--- src/gnde_pkg.sv ---
// types, constants and decode helpers shared by the gate netlist evaluator
package gnde_pkg;

    localparam int WIRE_SLOTS  = 1024;
    localparam int SIGNAL_BITS = 16;
    localparam int SLOT_BITS   = $clog2(WIRE_SLOTS);
    localparam int ID_BITS     = 10;
    localparam int IMM_BITS    = 16;
    localparam int OUT_BITS    = 16;
    localparam int QUEUE_DEPTH = 2;
    localparam int QPTR_BITS   = $clog2(QUEUE_DEPTH);
    localparam int QCNT_BITS   = $clog2(QUEUE_DEPTH + 1);

    typedef logic [SIGNAL_BITS-1:0] sig_t;
    typedef logic [SLOT_BITS-1:0]   slot_t;

    typedef enum logic [2:0] {
        OP_NOT     = 3'd0,
        OP_AND     = 3'd1,
        OP_OR      = 3'd2,
        OP_LSHIFT  = 3'd3,
        OP_RSHIFT  = 3'd4,
        OP_COPY    = 3'd5,
        OP_IMM_AND = 3'd6,
        OP_IMM_SET = 3'd7
    } gate_op_t;

    typedef enum logic {
        REQ_GATE = 1'b0,
        REQ_READ = 1'b1
    } req_type_t;

    typedef struct packed {
        logic [0:0]          req_type;
        logic [2:0]          gate_op;
        logic [ID_BITS-1:0]  wire_a;
        logic [ID_BITS-1:0]  wire_b;
        logic [ID_BITS-1:0]  wire_dest;
        logic [IMM_BITS-1:0] immediate;
    } req_t;

    typedef struct packed {
        logic [0:0]          resolved;
        logic [OUT_BITS-1:0] wire_value;
    } rsp_t;

    typedef struct packed {
        logic     is_read;
        gate_op_t op;
        logic     need_a;
        logic     need_b;
        slot_t    slot_a;
        slot_t    slot_b;
        slot_t    slot_dest;
        sig_t     imm;
    } entry_t;

    typedef struct packed {
        logic pop;
        logic clearing;
    } back_ctl_t;

    typedef enum logic [1:0] {
        ST_CLEAR,
        ST_IDLE,
        ST_EXEC
    } back_state_t;

    // wire slot count is a power of two, so the modulo is the low bits
    function automatic slot_t slot_of(input logic [ID_BITS-1:0] id);
        slot_of = slot_t'(id);
    endfunction

endpackage

--- src/gnde_front.sv ---
// request intake: decode of operand needs and a short queue toward the execute side
module gnde_front
    import gnde_pkg::*;
(
    input  logic      clk,
    input  logic      rst_n,
    input  logic      req_valid,
    output logic      req_stall,
    input  req_t      req,
    input  back_ctl_t ctl,
    output logic      head_valid,
    output entry_t    head
);

    entry_t                 queue_reg [QUEUE_DEPTH];
    logic [QPTR_BITS-1:0]   wr_ptr_reg;
    logic [QPTR_BITS-1:0]   wr_ptr_next;
    logic [QPTR_BITS-1:0]   rd_ptr_reg;
    logic [QPTR_BITS-1:0]   rd_ptr_next;
    logic [QCNT_BITS-1:0]   count_reg;
    logic [QCNT_BITS-1:0]   count_next;
    logic                   push;
    logic                   pop;
    entry_t                 decoded;

    always_comb
    begin
        decoded.is_read   = (req.req_type == REQ_READ);
        decoded.op        = gate_op_t'(req.gate_op);
        decoded.slot_a    = slot_of(req.wire_a);
        decoded.slot_b    = slot_of(req.wire_b);
        decoded.slot_dest = slot_of(req.wire_dest);
        decoded.imm       = sig_t'(req.immediate);
        decoded.need_a    = 1'b0;
        decoded.need_b    = 1'b0;
        if (req.req_type == REQ_READ)
        begin
            decoded.need_a = 1'b1;
        end
        else
        begin
            case (gate_op_t'(req.gate_op))
                OP_NOT, OP_LSHIFT, OP_RSHIFT, OP_COPY:
                begin
                    decoded.need_a = 1'b1;
                end
                OP_AND, OP_OR:
                begin
                    decoded.need_a = 1'b1;
                    decoded.need_b = 1'b1;
                end
                OP_IMM_AND:
                begin
                    decoded.need_b = 1'b1;
                end
                default:
                begin
                    decoded.need_a = 1'b0;
                end
            endcase
        end
    end

    assign req_stall  = ctl.clearing || (count_reg == QCNT_BITS'(QUEUE_DEPTH));
    assign push       = req_valid && !req_stall;
    assign pop        = ctl.pop && (count_reg != '0);
    assign head_valid = (count_reg != '0);
    assign head       = queue_reg[rd_ptr_reg];

    always_comb
    begin
        wr_ptr_next = push ? QPTR_BITS'(wr_ptr_reg + 1'b1) : wr_ptr_reg;
        rd_ptr_next = pop ? QPTR_BITS'(rd_ptr_reg + 1'b1) : rd_ptr_reg;
        count_next  = count_reg;
        if (push && !pop)
        begin
            count_next = QCNT_BITS'(count_reg + 1'b1);
        end
        else if (pop && !push)
        begin
            count_next = QCNT_BITS'(count_reg - 1'b1);
        end
    end

    always_ff @(posedge clk or negedge rst_n)
    begin
        if (!rst_n)
        begin
            wr_ptr_reg <= '0;
            rd_ptr_reg <= '0;
            count_reg  <= '0;
        end
        else
        begin
            wr_ptr_reg <= wr_ptr_next;
            rd_ptr_reg <= rd_ptr_next;
            count_reg  <= count_next;
        end
    end

    always_ff @(posedge clk)
    begin
        if (push)
        begin
            queue_reg[wr_ptr_reg] <= decoded;
        end
    end

endmodule

--- config.mk ---
export PLATFORM = sky130hd
export DESIGN_NAME = gnde_front
export DESIGN_NICKNAME = d
export VERILOG_FILES = /design/src/gnde_pkg.sv /design/src/gnde_front.sv
export SDC_FILE = /design/constraint.sdc
export NUM_CORES = 1
export LEC_CHECK = 0
export ABC_CLOCK_PERIOD_IN_PS = 4900
export BUFFER_PORTS_ARGS = -buffer_cell sky130_fd_sc_hd__buf_2
export CAP_MARGIN = 30
export CORE_ASPECT_RATIO = 1.1
export CORE_MARGIN = 1.5
export CORE_UTILIZATION = 40
export DETAILED_ROUTE_END_ITERATION = 8
export SLEW_MARGIN = 20
export SYNTH_ARGS = -nofsm -noshare
export SYNTH_HDL_FRONTEND = slang
export SYNTH_SLANG_ARGS = --single-unit
--- constraint.sdc ---
create_clock -name clk -period 4.9 [get_ports clk]
set_clock_uncertainty 0.2 [all_clocks]
set_input_delay 0.49 -clock clk [delete_from_list [all_inputs] [get_ports clk]]
set_output_delay 0.49 -clock clk [all_outputs]
set_load 0.01 [all_outputs]
==> results.md, run 1 <==
- Excluding fillers, the count of instances in the completed layout stands at 450.
- The register with the most flip-flops in the layout has 104 of them.
- The filler cells instantiated in the layout total 906.
- In this design, the stage delay of the slowest critical-path cell is 0.70 ns.
- After synthesis the netlist holds a flip-flop and latch count of 108.
- The leakage component of the power is 2.07 nW.
- For flop-to-flop paths, the worst setup slack is 2.55 ns.
- The run finished with clean final reports.
- The post-detailed-placement half-perimeter wirelength is 4350 µm.
- The total detailed-routing wirelength is 6630 µm.
- Timing would allow up to 395 MHz.
- The number of antenna violations at the first check in global routing came to 0.
- Grouping stages by cell kind, the critical path spends the most delay in flip-flops.
- The final layout contains 358 nets.
- TritonCTS built the clock tree.
- Entering global routing, the biggest net connects 54 pins.
- Measured on the finished design, the core utilization comes to 50.1%.
- The first global-routing pass estimated 10,200 µm of wire.
- The clock tree synthesis step divided the H-tree into 3 levels.
- The number of vias per cell is 4.41.
- The kind of start point of the critical path is a register.
- Ranked by total cell area, the synthesized netlist is headed by edfxtp_1 (74%), mux2_4 (17%), buf_12 (2.4%), dfrtp_1 (2.4%), mux2_2 (0.80%).
- For the worst setup path, the data required time is 4.21 ns.
- The layout overhead on the synthesized area is 22.4%.
- For the pin with the worst max-slew slack, the measured transition is 0.767 ns.
- Counting cells, the worst reg-to-reg path comes to 5.
- The number of library cell types mapped by synthesis is 18.
- Of the cells placed in the final design, the portion with a size suffix greater than 1 is 58.6%.
- After Yosys synthesis, full adders, half adders and majority gates account for 0.295% of the synthesized area.
- The final-layout setup total negative slack is 0 ns.
- At the worst endpoint, the arrival time is 1.84 ns.
- The signal on the critical path passes through buf_16 > mux2_2 > buf_2.
- The simple-gate portion of the synthesized area is 1.48%.
- The max-capacitance violation count is 0.
- The largest buffer count on any clock path is 2.
- Global routing used 12.4% of the available tracks.
- In this run the standard cell core region covers 10,300 µm².
- The power consumption is 2.69 mW.
- The clock period could shrink to 2.53 ns.
- The number of global-route vias before repair is 2,011.
- Clock tree synthesis selected as its root buffer the cell clkbuf_16.
- The chip height is 111 µm.
- The worst hold path belongs to the class in -> reg.
- The relative max-transition margin is 48.8%.
- The initial utilization of the core area, before any placement, comes to 41.0%.
- Along the worst path, the maximum fanout reaches 33.
- In this run, placement finished with an instance count of 432.
- The number of nets in the synthesized netlist is 241.
- In this run the power density over the cells is 518 nW/µm².
- The hold-critical path depth is 1.
- In this run the most critical hold path is launched from req[32].
- The routed layout has 1,986 vias.
- After layout, the worst path uses 51.7% of the clock period.
- The cell type contributing the most total cell area after synthesis is edfxtp_1.
- The fraction of synthesized area in multiplexers is 18.4%.
- The post-synthesis xor/xnor area fraction is 1.03%.
- The number of buffers and inverters on the critical path is 2.
- The die area is 11,200 µm².
- The worst register-to-register path begins at count_reg[0].
- Gates resized during post-CTS repair numbered 0.
- The kind of critical path is reg -> out.
- The final max-slew violation count is 0.
- The multi-input combinational cell area is 907 µm².
- Port buffering added 108 buffers.
- After the first detailed-routing iteration, the DRC count stood at 72.
- The critical-path cell with the highest stage delay is dfrtp_4.
- Row generation in the floorplan step produced 39 rows.
- The post-synth design cell area is 4240 µm².
- The number of diodes is 0.
- The total grt overflow is 0.
- The synthesized netlist devotes 0% of its cell area to compound gates.
- Pin placement for this block handled 109 I/O pins.
- The endpoint of the worst hold path is queue_reg[1][32].
- The Yosys step of the flow raised 0 warnings.
- After clock tree synthesis, the clock-pin slew on the worst setup and hold paths is 0.06 ns.
- The endpoint kind of the worst setup timing path is an output port.
- After detailed routing, the average wire length per cell comes to 14.7 µm.
- The maximum resistive drop on vdd is 279 µV.
- The main combinational cell family by area after synthesis is multiplexers.
- The count of mapped cells out of synthesis is 185.
- The final number of setup-violating endpoints is 0.
- The synthesized area per cell is 22.9 µm².
- Clock latency on the worst-skew pair, taken at its later pin, is 0.33 ns.
- The clock sink count is 108.
- In the final layout, flip-flops and latches occupy 3230 µm².
- Setup repair after global routing left no endpoint under its margin.
- The number of buffers created by CTS is 9.
- The number of endpoints with negative hold slack in the final report is 0.
- In the routed design, unresolved DRC markers number 0.
- The share of Yosys cell area claimed by the top area cell type is 73.7%.
- After synthesis, flip-flops and latches occupy 76.1% of the total area.
- In this run the remaining antenna-violating nets after routing total 0.
- In this run the horizontal extent of the chip is 101 µm.
- The worst register-to-register path ends at queue_reg[1][25].
- The final weighted congestion in routability-driven placement is 0.691.
- The first detailed-routing pass ran for 6 iterations.
-- synth_stat cells, drive strengths merged --
| master | number |
|---|---|
| nand2 | 1 |
| edfxtp | 104 |
| mux2i | 1 |
| ha | 1 |
| nand2b | 2 |
| xor2 | 2 |
| or2 | 1 |
| nand3b | 2 |
| and2 | 1 |
| nor2 | 4 |
| buf | 6 |
| inv | 1 |
| mux2 | 52 |
| dfrtp | 4 |
| xnor2 | 3 |
-- worst max-delay path by stage --
stage                     startpoint  cells past startpoint               end  slack (ns)
after CTS                 rd_ptr_reg                      2          head[49]        2.15
after detailed placement      ctl[0]                      4  queue_reg[0][20]        2.34
final                     rd_ptr_reg                      3          head[47]        2.37
after global routing      rd_ptr_reg                      3          head[47]        2.26
after global placement        ctl[0]                      4  queue_reg[0][25]        2.34
after floorplan               ctl[0]                      2   queue_reg[0][0]        1.33
-- metrics by stage --
stage               instance area [µm²]  hold WS, ns  worst slack, ns
floorplan                          4240     -0.00559             1.33
global placement                   4870        0.101             2.34
detailed placement                 4870        0.102             2.34
CTS                                5160        0.129             2.15
global route                       5180        0.128             2.26
finish                             5180        0.142             2.37
-- cell type report --
| cell class | instances | share of cell area [%] |
|---|---|---|
| multi-input cells | 70 | 17.5 |
| clock inverters | 2 | 0.193 |
| flip-flops and latches | 108 | 62.2 |
| well taps | 143 | 3.45 |
| clock buffers | 14 | 5.09 |
| inverters | 1 | 0.0724 |
| repair buffers | 112 | 11.4 |
-- kinds of logic after synthesis --
| family | Yosys count |
|---|---|
| buf+inv | 7 |
| fa+ha+maj | 1 |
| flops | 108 |
| xor+xnor | 5 |
| simple gates | 11 |
| mux | 53 |
-- worst register-to-register path, delay by kind of cell (launching register included) --
kind	cells	cell delay (ns)
flip-flops	1	0.40
AND/OR/NAND/NOR	3	0.79
buffers and inverters	2	0.59
-- layout by cell type, fill, tap and decap left out, types with 2 or more instances in the layout --
cell	synthesis	layout
buf_2	0	108
edfxtp_1	104	104
mux2_4	49	49
clkbuf_16	0	9
mux2_2	3	3
nor2_1	4	3
xnor2_1	3	3
clkbuf_1	0	3
dfrtp_1	4	3
nand2b_1	2	2
xor2_1	2	2
clkinv_2	0	2
clkbuf_8	0	2
buf_4	0	2
-- timing repair --
action / 4_1_cts / 5_1_grt
endpoints found under the hold margin: 4 / 0
setup buffers: 0 / 0
hold buffers: 1 / 0
-- power by group --
| group | leakage [nW] | switching [mW] | total [mW] | internal, mW |
|---|---|---|---|---|
| sequential | 0.995 | 0.0856 | 1.24 | 1.16 |
| combinational | 0.934 | 0.347 | 0.788 | 0.441 |
| clock | 0.137 | 0.287 | 0.658 | 0.371 |
-- layer usage --
metal | vias up | global-route usage (%) | wire (µm)
met5 | - | 0 | 0
met1 | 957 | 15.0 | 2800
met3 | 10 | 2.77 | 325
met2 | 66 | 20.3 | 3370
li1 | 953 | - | -
met4 | 0 | 6.67 | 134
(Power assumes the default switching activity.)
==> run 2: changes to the inputs <==
Settings changed: ABC_AREA from default to 1, ABC_CLOCK_PERIOD_IN_PS 4900 to 2500.
Clock period 4.9 ns to 2.5 ns, I/O delays scaled along.
==> results.md, run 2 <==
- The beginning of the worst register-to-register path is count_reg[0] (unchanged).
- The number of buffers added for setup after CTS is 0 (unchanged).
- The post-synth design cell area is 4080 µm² (was 4240 µm²).
- The placed standard-cell area came to 4740 µm² (was 4870 µm²).
- The final max-slew violation count is 0 (unchanged).
- The most common flop cell mapped by yosys is edfxtp_1 (unchanged).
- The share of synthesized area occupied by flip-flops and latches was 79.0% (was 76.1%).
- The number of DRC violations after detailed-routing iteration 0 is 93 (was 72).
- The global-route wire length before repair was 12,700 µm (was 10,200 µm).
- The layout overhead on the synthesized area came to 34.1% (was 22.4%).
- The total detailed-routing wirelength came to 8140 µm (was 6630 µm).
- After layout, the worst path uses 78.9% of the clock period.
- The cell type contributing the most total cell area after synthesis is edfxtp_1 (unchanged).
- The wire length per cell is 13.5 µm (was 14.7 µm).
- The maximum resistive drop on vdd came to 585 µV (was 279 µV).
- The number of global-route vias before repair came to 2,708 (was 2,011).
- The most common cell in the netlist is nand2_1 (was edfxtp_1).
- The count of buffers from port buffering came to 108 (unchanged).
- The total global-route track usage came to 15.6% (was 12.4%).
- The data required time at the worst endpoint is 2.05 ns (was 4.21 ns).
- Status: finished, final reports clean (unchanged).
- The die area is 10,800 µm² (was 11,200 µm²).
- The data arrival time of the critical path is 1.52 ns (was 1.84 ns).
- The net count of the finished layout is 533 (was 358).
- The maximum number of pins on one net before global-route repair came to 54 (unchanged).
- The critical-path cell with the highest stage delay is dfrtp_2 (was dfrtp_4).
- The number of buffers created by CTS is 9 (unchanged).
- The path class of the lowest-slack min-delay path is in -> async (was in -> reg).
- The clock tree from TritonCTS is built (unchanged).
- By instance count, the cell type seen most on the critical path is nand2_1.
- The commonest non-fill, non-tap cell in the layout is nand2_1 (was buf_2).
- The chip height is 109 µm (was 111 µm).
- Area contributors post-synth: edfxtp_1 (77%), nand2_1 (16%), dfrtp_1 (2.5%), buf_6 (1.7%), buf_4 (0.92%) (was edfxtp_1 (74%), mux2_4 (17%), buf_12 (2.4%), dfrtp_1 (2.4%), mux2_2 (0.80%)).
- Subtracting the final worst setup slack from the clock period gives 1.97 ns.
- The standard-cell row count was 38 (was 39).
- The number of flops mapped to enable cells by yosys came to 104 (unchanged).
- The transition time of the tightest slew-check pin is 0.483 ns (was 0.767 ns).
- The final weighted congestion in routability-driven placement is 0.760 (was 0.691).
- The total of warnings raised by yosys was 0 (unchanged).
- The first element of the critical path is rd_ptr_reg (unchanged).
- The biggest cell delay along the critical path is 0.45 ns (was 0.70 ns).
- The worst setup margin is 0.527 ns (was 2.37 ns).
- The later-pin clock latency in the skew report came to 0.36 ns (was 0.33 ns).
- The number of vias per cell is 4.48 (was 4.41).
- The flip-flop count of the largest register, all copies and words added was 104 (unchanged).
- The post-detailed-placement half-perimeter wirelength is 5050 µm (was 4350 µm).
- The kind of critical path was reg -> out (unchanged).
- The number of endpoints with negative hold slack in the final report is 0 (unchanged).
- The synthesized area per cell was 13.1 µm² (was 22.9 µm²).
- The power per cell area was 931 nW/µm² (was 518 nW/µm²).
- The worst slack at placement is 0.608 ns (was 2.34 ns).
- The master cell of the clock root buffer was clkbuf_8 (was clkbuf_16).
- The final-layout setup total negative slack was 0 ns (unchanged).
- The fraction of met3 tracks used by global routing was 2.82% (was 2.77%).
- The overall die width came to 99.3 µm (was 101 µm).
- Cell chain of the critical path: inv_6 > nand2_1 > nand2_1 > buf_2 (was buf_16 > mux2_2 > buf_2).
- The largest buffer count on any clock path was 2 (unchanged).
- The number of library cell types mapped by synthesis is 14 (was 18).
- The endpoint kind of the worst setup timing path was an output port (unchanged).
- The kind of start point of the critical path was a register (unchanged).
- The maximum fanout count along the critical path is 53 (was 33).
- The global-route track usage on met2 is 26.7% (was 20.3%).
- The number of design rule violations left after detail routing came to 0 (unchanged).
- The relative max-transition margin came to 67.7% (was 48.8%).
- The count of cells resized by post-cts repair is 0 (unchanged).
- The clock sink count is 108 (unchanged).
- The number of placed I/O pins is 109 (unchanged).
- The clock-pin slew on the worst setup and hold paths is 0.09 ns (was 0.06 ns).
- The number of antenna violations at the first check in global routing is 0 (unchanged).
- The effective utilization at floorplan is 41.2% (was 41.0%).
- The antenna violation net count after detailed routing is 0 (unchanged).
- The share of cells above drive strength 1 was 27.2% (was 58.6%).
- The area of the core region is 9890 µm² (was 10,300 µm²).
- Commonest cells post-synth: nand2_1 (170), edfxtp_1 (104), inv_1 (10) (was edfxtp_1 (104), mux2_4 (49), buf_12 (5)).
- The max-capacitance violation count is 0 (unchanged).
- Unrepaired setup endpoints after global routing: false (unchanged).
- The count of mapped cells out of synthesis is 311 (was 185).
- The routing layer with the top usage in global route is met2 (unchanged).
- The share of async-settable or async-resettable flops after synthesis was 3.70% (unchanged).
- The post-synthesis sequential element count was 108 (unchanged).
- The leakage component of the power was 2.37 nW (was 2.07 nW).
- The total grt overflow came to 0 (unchanged).
- The number of H-tree levels is 3 (unchanged).
- The synthesized net count is 367 (was 241).
- The iteration count of the initial detailed-routing pass came to 5 (was 6).
- The detailed-route via count is 2,699 (was 1,986).
- Commonest cells after routing, fill and taps aside: nand2_1 (170), buf_2 (108), edfxtp_1 (104) (was buf_2 (108), edfxtp_1 (104), mux2_4 (49)).
- The share of Yosys cell area claimed by the top area cell type is 76.6% (was 73.7%).
- The routing usage on met1 is 18.9% (was 15.0%).
- The final number of setup-violating endpoints is 0 (unchanged).
- The number of diodes was 0 (unchanged).
- Static timing analysis puts the maximum clock frequency at 507 MHz.
- The final instance area came to 5470 µm² (was 5180 µm²).
run 2: cell count changes after synthesis, sizes merged, moves of 2 or more:
cell,delta
buf,+5
nand2,+169
nor2,-2
inv,+10
nand4,+2
mux2,-52
nand3b,-2
nand3,+3
xor2,-2
xnor2,-2
nand2b,-2
run 2: cell families after synthesis:
kind of cell | synth area share [%]
flip-flops | 79.0
AO/OA/AOI/OAI | 0.123
adder cells (fa/ha/maj) | 0.307
XOR/XNOR | 0.215
AND/OR/NAND/NOR | 16.6
buffers and inverters | 3.71
run 2: area by class of cell:
type	count	area [µm²]
clock buffers	11	131
clock inverters	5	76.3
fillers	850	4420
inverters	11	46.3
multi-input cells	181	712
flip-flops and latches	108	3220
well taps	120	150
repair buffers	166	1130
run 2: repair_timing:
item	CTS	global route
endpoints found under the setup margin	0	0
hold buffers	52	0
hold endpoints to repair	107	0
run 2: report_power, final:
part           switching (mW)  total (mW)  internal (mW)
Clock                   0.552        1.11          0.561
Combinational            1.06        1.66          0.596
Sequential             0.0710        2.32           2.25
run 2: path summary, 6_finish.rpt:
path / endpoint / slack (ns) / cells past startpoint
worst max-delay path: head[27] / 0.53 / 4
worst min-delay path: rd_ptr_reg / 0.03 / 2
worst max register to register: queue_reg[1][39] / 0.61 / 5
worst min register to register: wr_ptr_reg / 0.29 / 2
max in group asynchronous: rd_ptr_reg / 1.94 / 2
min in group clk: wr_ptr_reg / 0.03 / 3
run 2: worst max-delay path: cells and delay by family (launching register included):
| family | cells | cell delay (ns) |
|---|---|---|
| buffers and inverters | 2 | 0.47 |
| DFF | 1 | 0.45 |
| and+or+nand+nor | 2 | 0.23 |
run 2: metal layers:
layer | vias up | share of wire, % | routed length [µm]
met5 | - | 0 | 0
met2 | 77 | 50 | 4100
met1 | 1246 | 43 | 3520
met4 | 0 | 2.0 | 166
li1 | 1364 | - | -
met3 | 12 | 4.4 | 361
run 2: per-stage QoR:
stage	hold WS, ns	power [mW]	std cells	util [%]
6_report	0.0273	5.09	602	55.3
5_1_grt	0.0282	5.41	602	55.3
4_1_cts	0.00438	5.17	602	55.3
3_5_place_dp	-0.138	4.00	534	48.0
3_3_place_gp	-0.141	3.97	534	48.0
2_1_floorplan	-0.246	3.42	311	-
==> run 3: changes to the inputs <==
Settings changed: ABC_AREA 1 to 0, ABC_CLOCK_PERIOD_IN_PS 2500 to 1600, PLACE_DENSITY from default to 0.66.
Clock period 2.5 ns to 1.6 ns, I/O delays scaled along.
==> results.md, run 3 (synthesized netlist as in run 1, its figures left out) <==
- The wire length per cell was 14.9 µm (was 13.5 µm).
- The transition time of the tightest slew-check pin is 0.239 ns (was 0.483 ns).
- The number of diodes is 0 (unchanged).
- Status: complete, but fails checks (was finished, final reports clean).
- The count of buffers from port buffering is 108 (unchanged).
- The die area came to 11,200 µm² (was 10,800 µm²).
- The standard-cell row count came to 39 (was 38).
- The number of design rule violations left after detail routing was 0 (unchanged).
- The data required time at the worst endpoint is 1.24 ns (was 2.05 ns).
- The clock sink count is 108 (unchanged).
- The total detailed-routing wirelength was 7890 µm (was 8140 µm).
- The number of placed I/O pins was 109 (unchanged).
- The effective utilization at floorplan is 41.0% (was 41.2%).
- The final number of setup-violating endpoints is 134 (was 0).
- The number of endpoints with negative hold slack in the final report came to 0 (unchanged).
- Counting instances, the worst hold path has a depth of 4.
- The number of antenna violations at the first check in global routing came to 0 (unchanged).
- The relative max-transition margin is 84.1% (was 67.7%).
- The net count of the finished layout is 437 (was 533).
- The path class of the lowest-slack min-delay path was in -> reg (was in -> async).
- Timing would allow up to 530 MHz.
- The count of cells along the worst register-to-register path was 7 (was 5).
- The master cell of the clock root buffer was clkbuf_16 (was clkbuf_8).
- The final instance area came to 6380 µm² (was 5470 µm²).
- For the finished layout, the period the worst path requires is 1.89 ns.
- The total global-route track usage is 13.9% (was 15.6%).
- The relative contribution of combinational cells to total power is 37.2% (was 32.6%).
- The leakage component of the power was 2.57 nW (was 2.37 nW).
- The maximum fanout count along the critical path is 29 (was 53).
- The worst slack at placement is -0.0226 ns (was 0.608 ns).
- The number of buffers created by CTS is 9 (unchanged).
- The clock-pin slew on the worst setup and hold paths is 0.07 ns (was 0.09 ns).
- The placed standard-cell area is 5020 µm² (was 4740 µm²).
- The largest buffer count on any clock path was 2 (unchanged).
- The final critical-path share of the clock period is 118%.
- The maximum resistive drop on vdd is 802 µV (was 585 µV).
- The kind of start point of the critical path was a register (unchanged).
- The share of cells above drive strength 1 is 55.7% (was 27.2%).
- The net switching power figure is 2.49 mW (was 1.69 mW).
- The global-route wire length before repair is 11,500 µm (was 12,700 µm).
- The post-detailed-placement half-perimeter wirelength is 4620 µm (was 5050 µm).
- The kind of critical path is reg -> out (unchanged).
- The worst setup margin was -0.286 ns (was 0.527 ns).
- The power per cell area is 1490 nW/µm² (was 931 nW/µm²).
- The number of H-tree levels is 3 (unchanged).
- The number of DRC violations after detailed-routing iteration 0 is 48 (was 93).
- The internal power component is 6.99 mW (was 3.41 mW).
- The maximum number of pins on one net before global-route repair is 30 (was 54).
- The detailed-route via count came to 2,305 (was 2,699).
- The final-layout setup total negative slack is -20.89 ns (was 0 ns).
- Unrepaired setup endpoints after global routing: true (was false).
- The clock tree from TritonCTS is built (unchanged).
- The iteration count of the initial detailed-routing pass was 4 (was 5).
- The portion of total power attributed to the clock network is 24.1% (was 21.8%).
- Commonest cells after routing, fill and taps aside: edfxtp_1 (104), buf_2 (93), dlygate4sd3_1 (52) (was nand2_1 (170), buf_2 (108), edfxtp_1 (104)).
- The commonest non-fill, non-tap cell in the layout is edfxtp_1 (was nand2_1).
- The final reports fail on negative setup slack.
- The overall die width is 101 µm (was 99.3 µm).
- The proportion of total power due to net switching is 26.2% (was 33.1%).
- The number of vias per cell is 4.36 (was 4.48).
- The number of global-route vias before repair was 2,322 (was 2,708).
- The flip-flop count of the largest register, all copies and words added came to 104 (unchanged).
- The area of the core region came to 10,300 µm² (was 9890 µm²).
- The layout overhead on the synthesized area is 50.5% (was 34.1%).
- The later-pin clock latency in the skew report came to 0.33 ns (was 0.36 ns).
- The antenna violation net count after detailed routing is 0 (unchanged).
- The endpoint kind of the worst setup timing path is an output port (unchanged).
- The max-capacitance violation count is 0 (unchanged).
- The total grt overflow is 0 (unchanged).
- The final max-slew violation count is 0 (unchanged).
- The chip height is 111 µm (was 109 µm).
- The final weighted congestion in routability-driven placement is 0.721 (was 0.760).
- The proportion of power drawn by flip-flops and latches is 38.8% (was 45.6%).
- The setup slack of the worst register-to-register path is -0.14 ns (was 0.61 ns).
- The data arrival time of the critical path is 1.53 ns (was 1.52 ns).
[run 3: area by class of cell]
class / instances / area, µm²
inverter: 1 / 6.26
multi-input combinational: 70 / 951
clock inverter: 7 / 91.3
clock buffer: 9 / 225
tap: 143 / 179
fill: 775 / 3970
sequential: 108 / 3230
timing repair buffer: 191 / 1700
[run 3: final timing paths]
path,from,end
setup / recovery,rd_ptr_reg,head[16]
hold / removal,ctl[1],count_reg[0]
min in group asynchronous,rst_n,rd_ptr_reg
hold reg to reg,count_reg[1],count_reg[1]
max in group asynchronous,rst_n,rd_ptr_reg
setup reg to reg,count_reg[1],queue_reg[1][31]
[run 3: stage by stage]
stage	utilization [%]	hold slack, ns	instances	power, mW
after floorplan	-	-0.336	185	5.78
after global placement	48.6	-0.229	440	6.50
after detailed placement	48.6	-0.229	440	6.54
after CTS	59.7	0.0309	521	9.34
after global routing	61.6	0.0444	529	9.91
final	61.6	0.0384	529	9.48
[run 3: layer usage]
layer | GRT usage (%) | routed length [µm] | vias to the layer above
li1 | - | - | 1121
met1 | 16.5 | 3300 | 1113
met2 | 24.0 | 4180 | 63
met3 | 3.85 | 317 | 8
met4 | 5.00 | 90 | 0
met5 | 0 | 0 | -
[run 3: power groups by stage]
stage	clock network, mW	logic, mW	registers, mW
floorplan	0	2.09	3.69
global placement	0	2.78	3.71
detailed placement	0	2.80	3.74
CTS	2.34	3.32	3.67
global route	2.44	3.76	3.70
finish	2.28	3.52	3.67
[run 3: repair_timing]
| action | in CTS | in global routing |
|---|---|---|
| gates resized for setup | 24 | 13 |
| endpoints found under the hold margin | 108 | 0 |
| buffers inserted | 9 | 2 |
| gates cloned | 4 | 7 |
| endpoints found under the setup margin | 102 | 153 |
| pin swaps | 5 | 4 |
| hold buffers | 52 | 0 |
[run 3: worst max-delay path, cell delays in order, from the launching register on]
cell and delay [ns]:
dfrtp_4 0.51, buf_12 0.20, mux2_4 0.32, buf_2 0.14
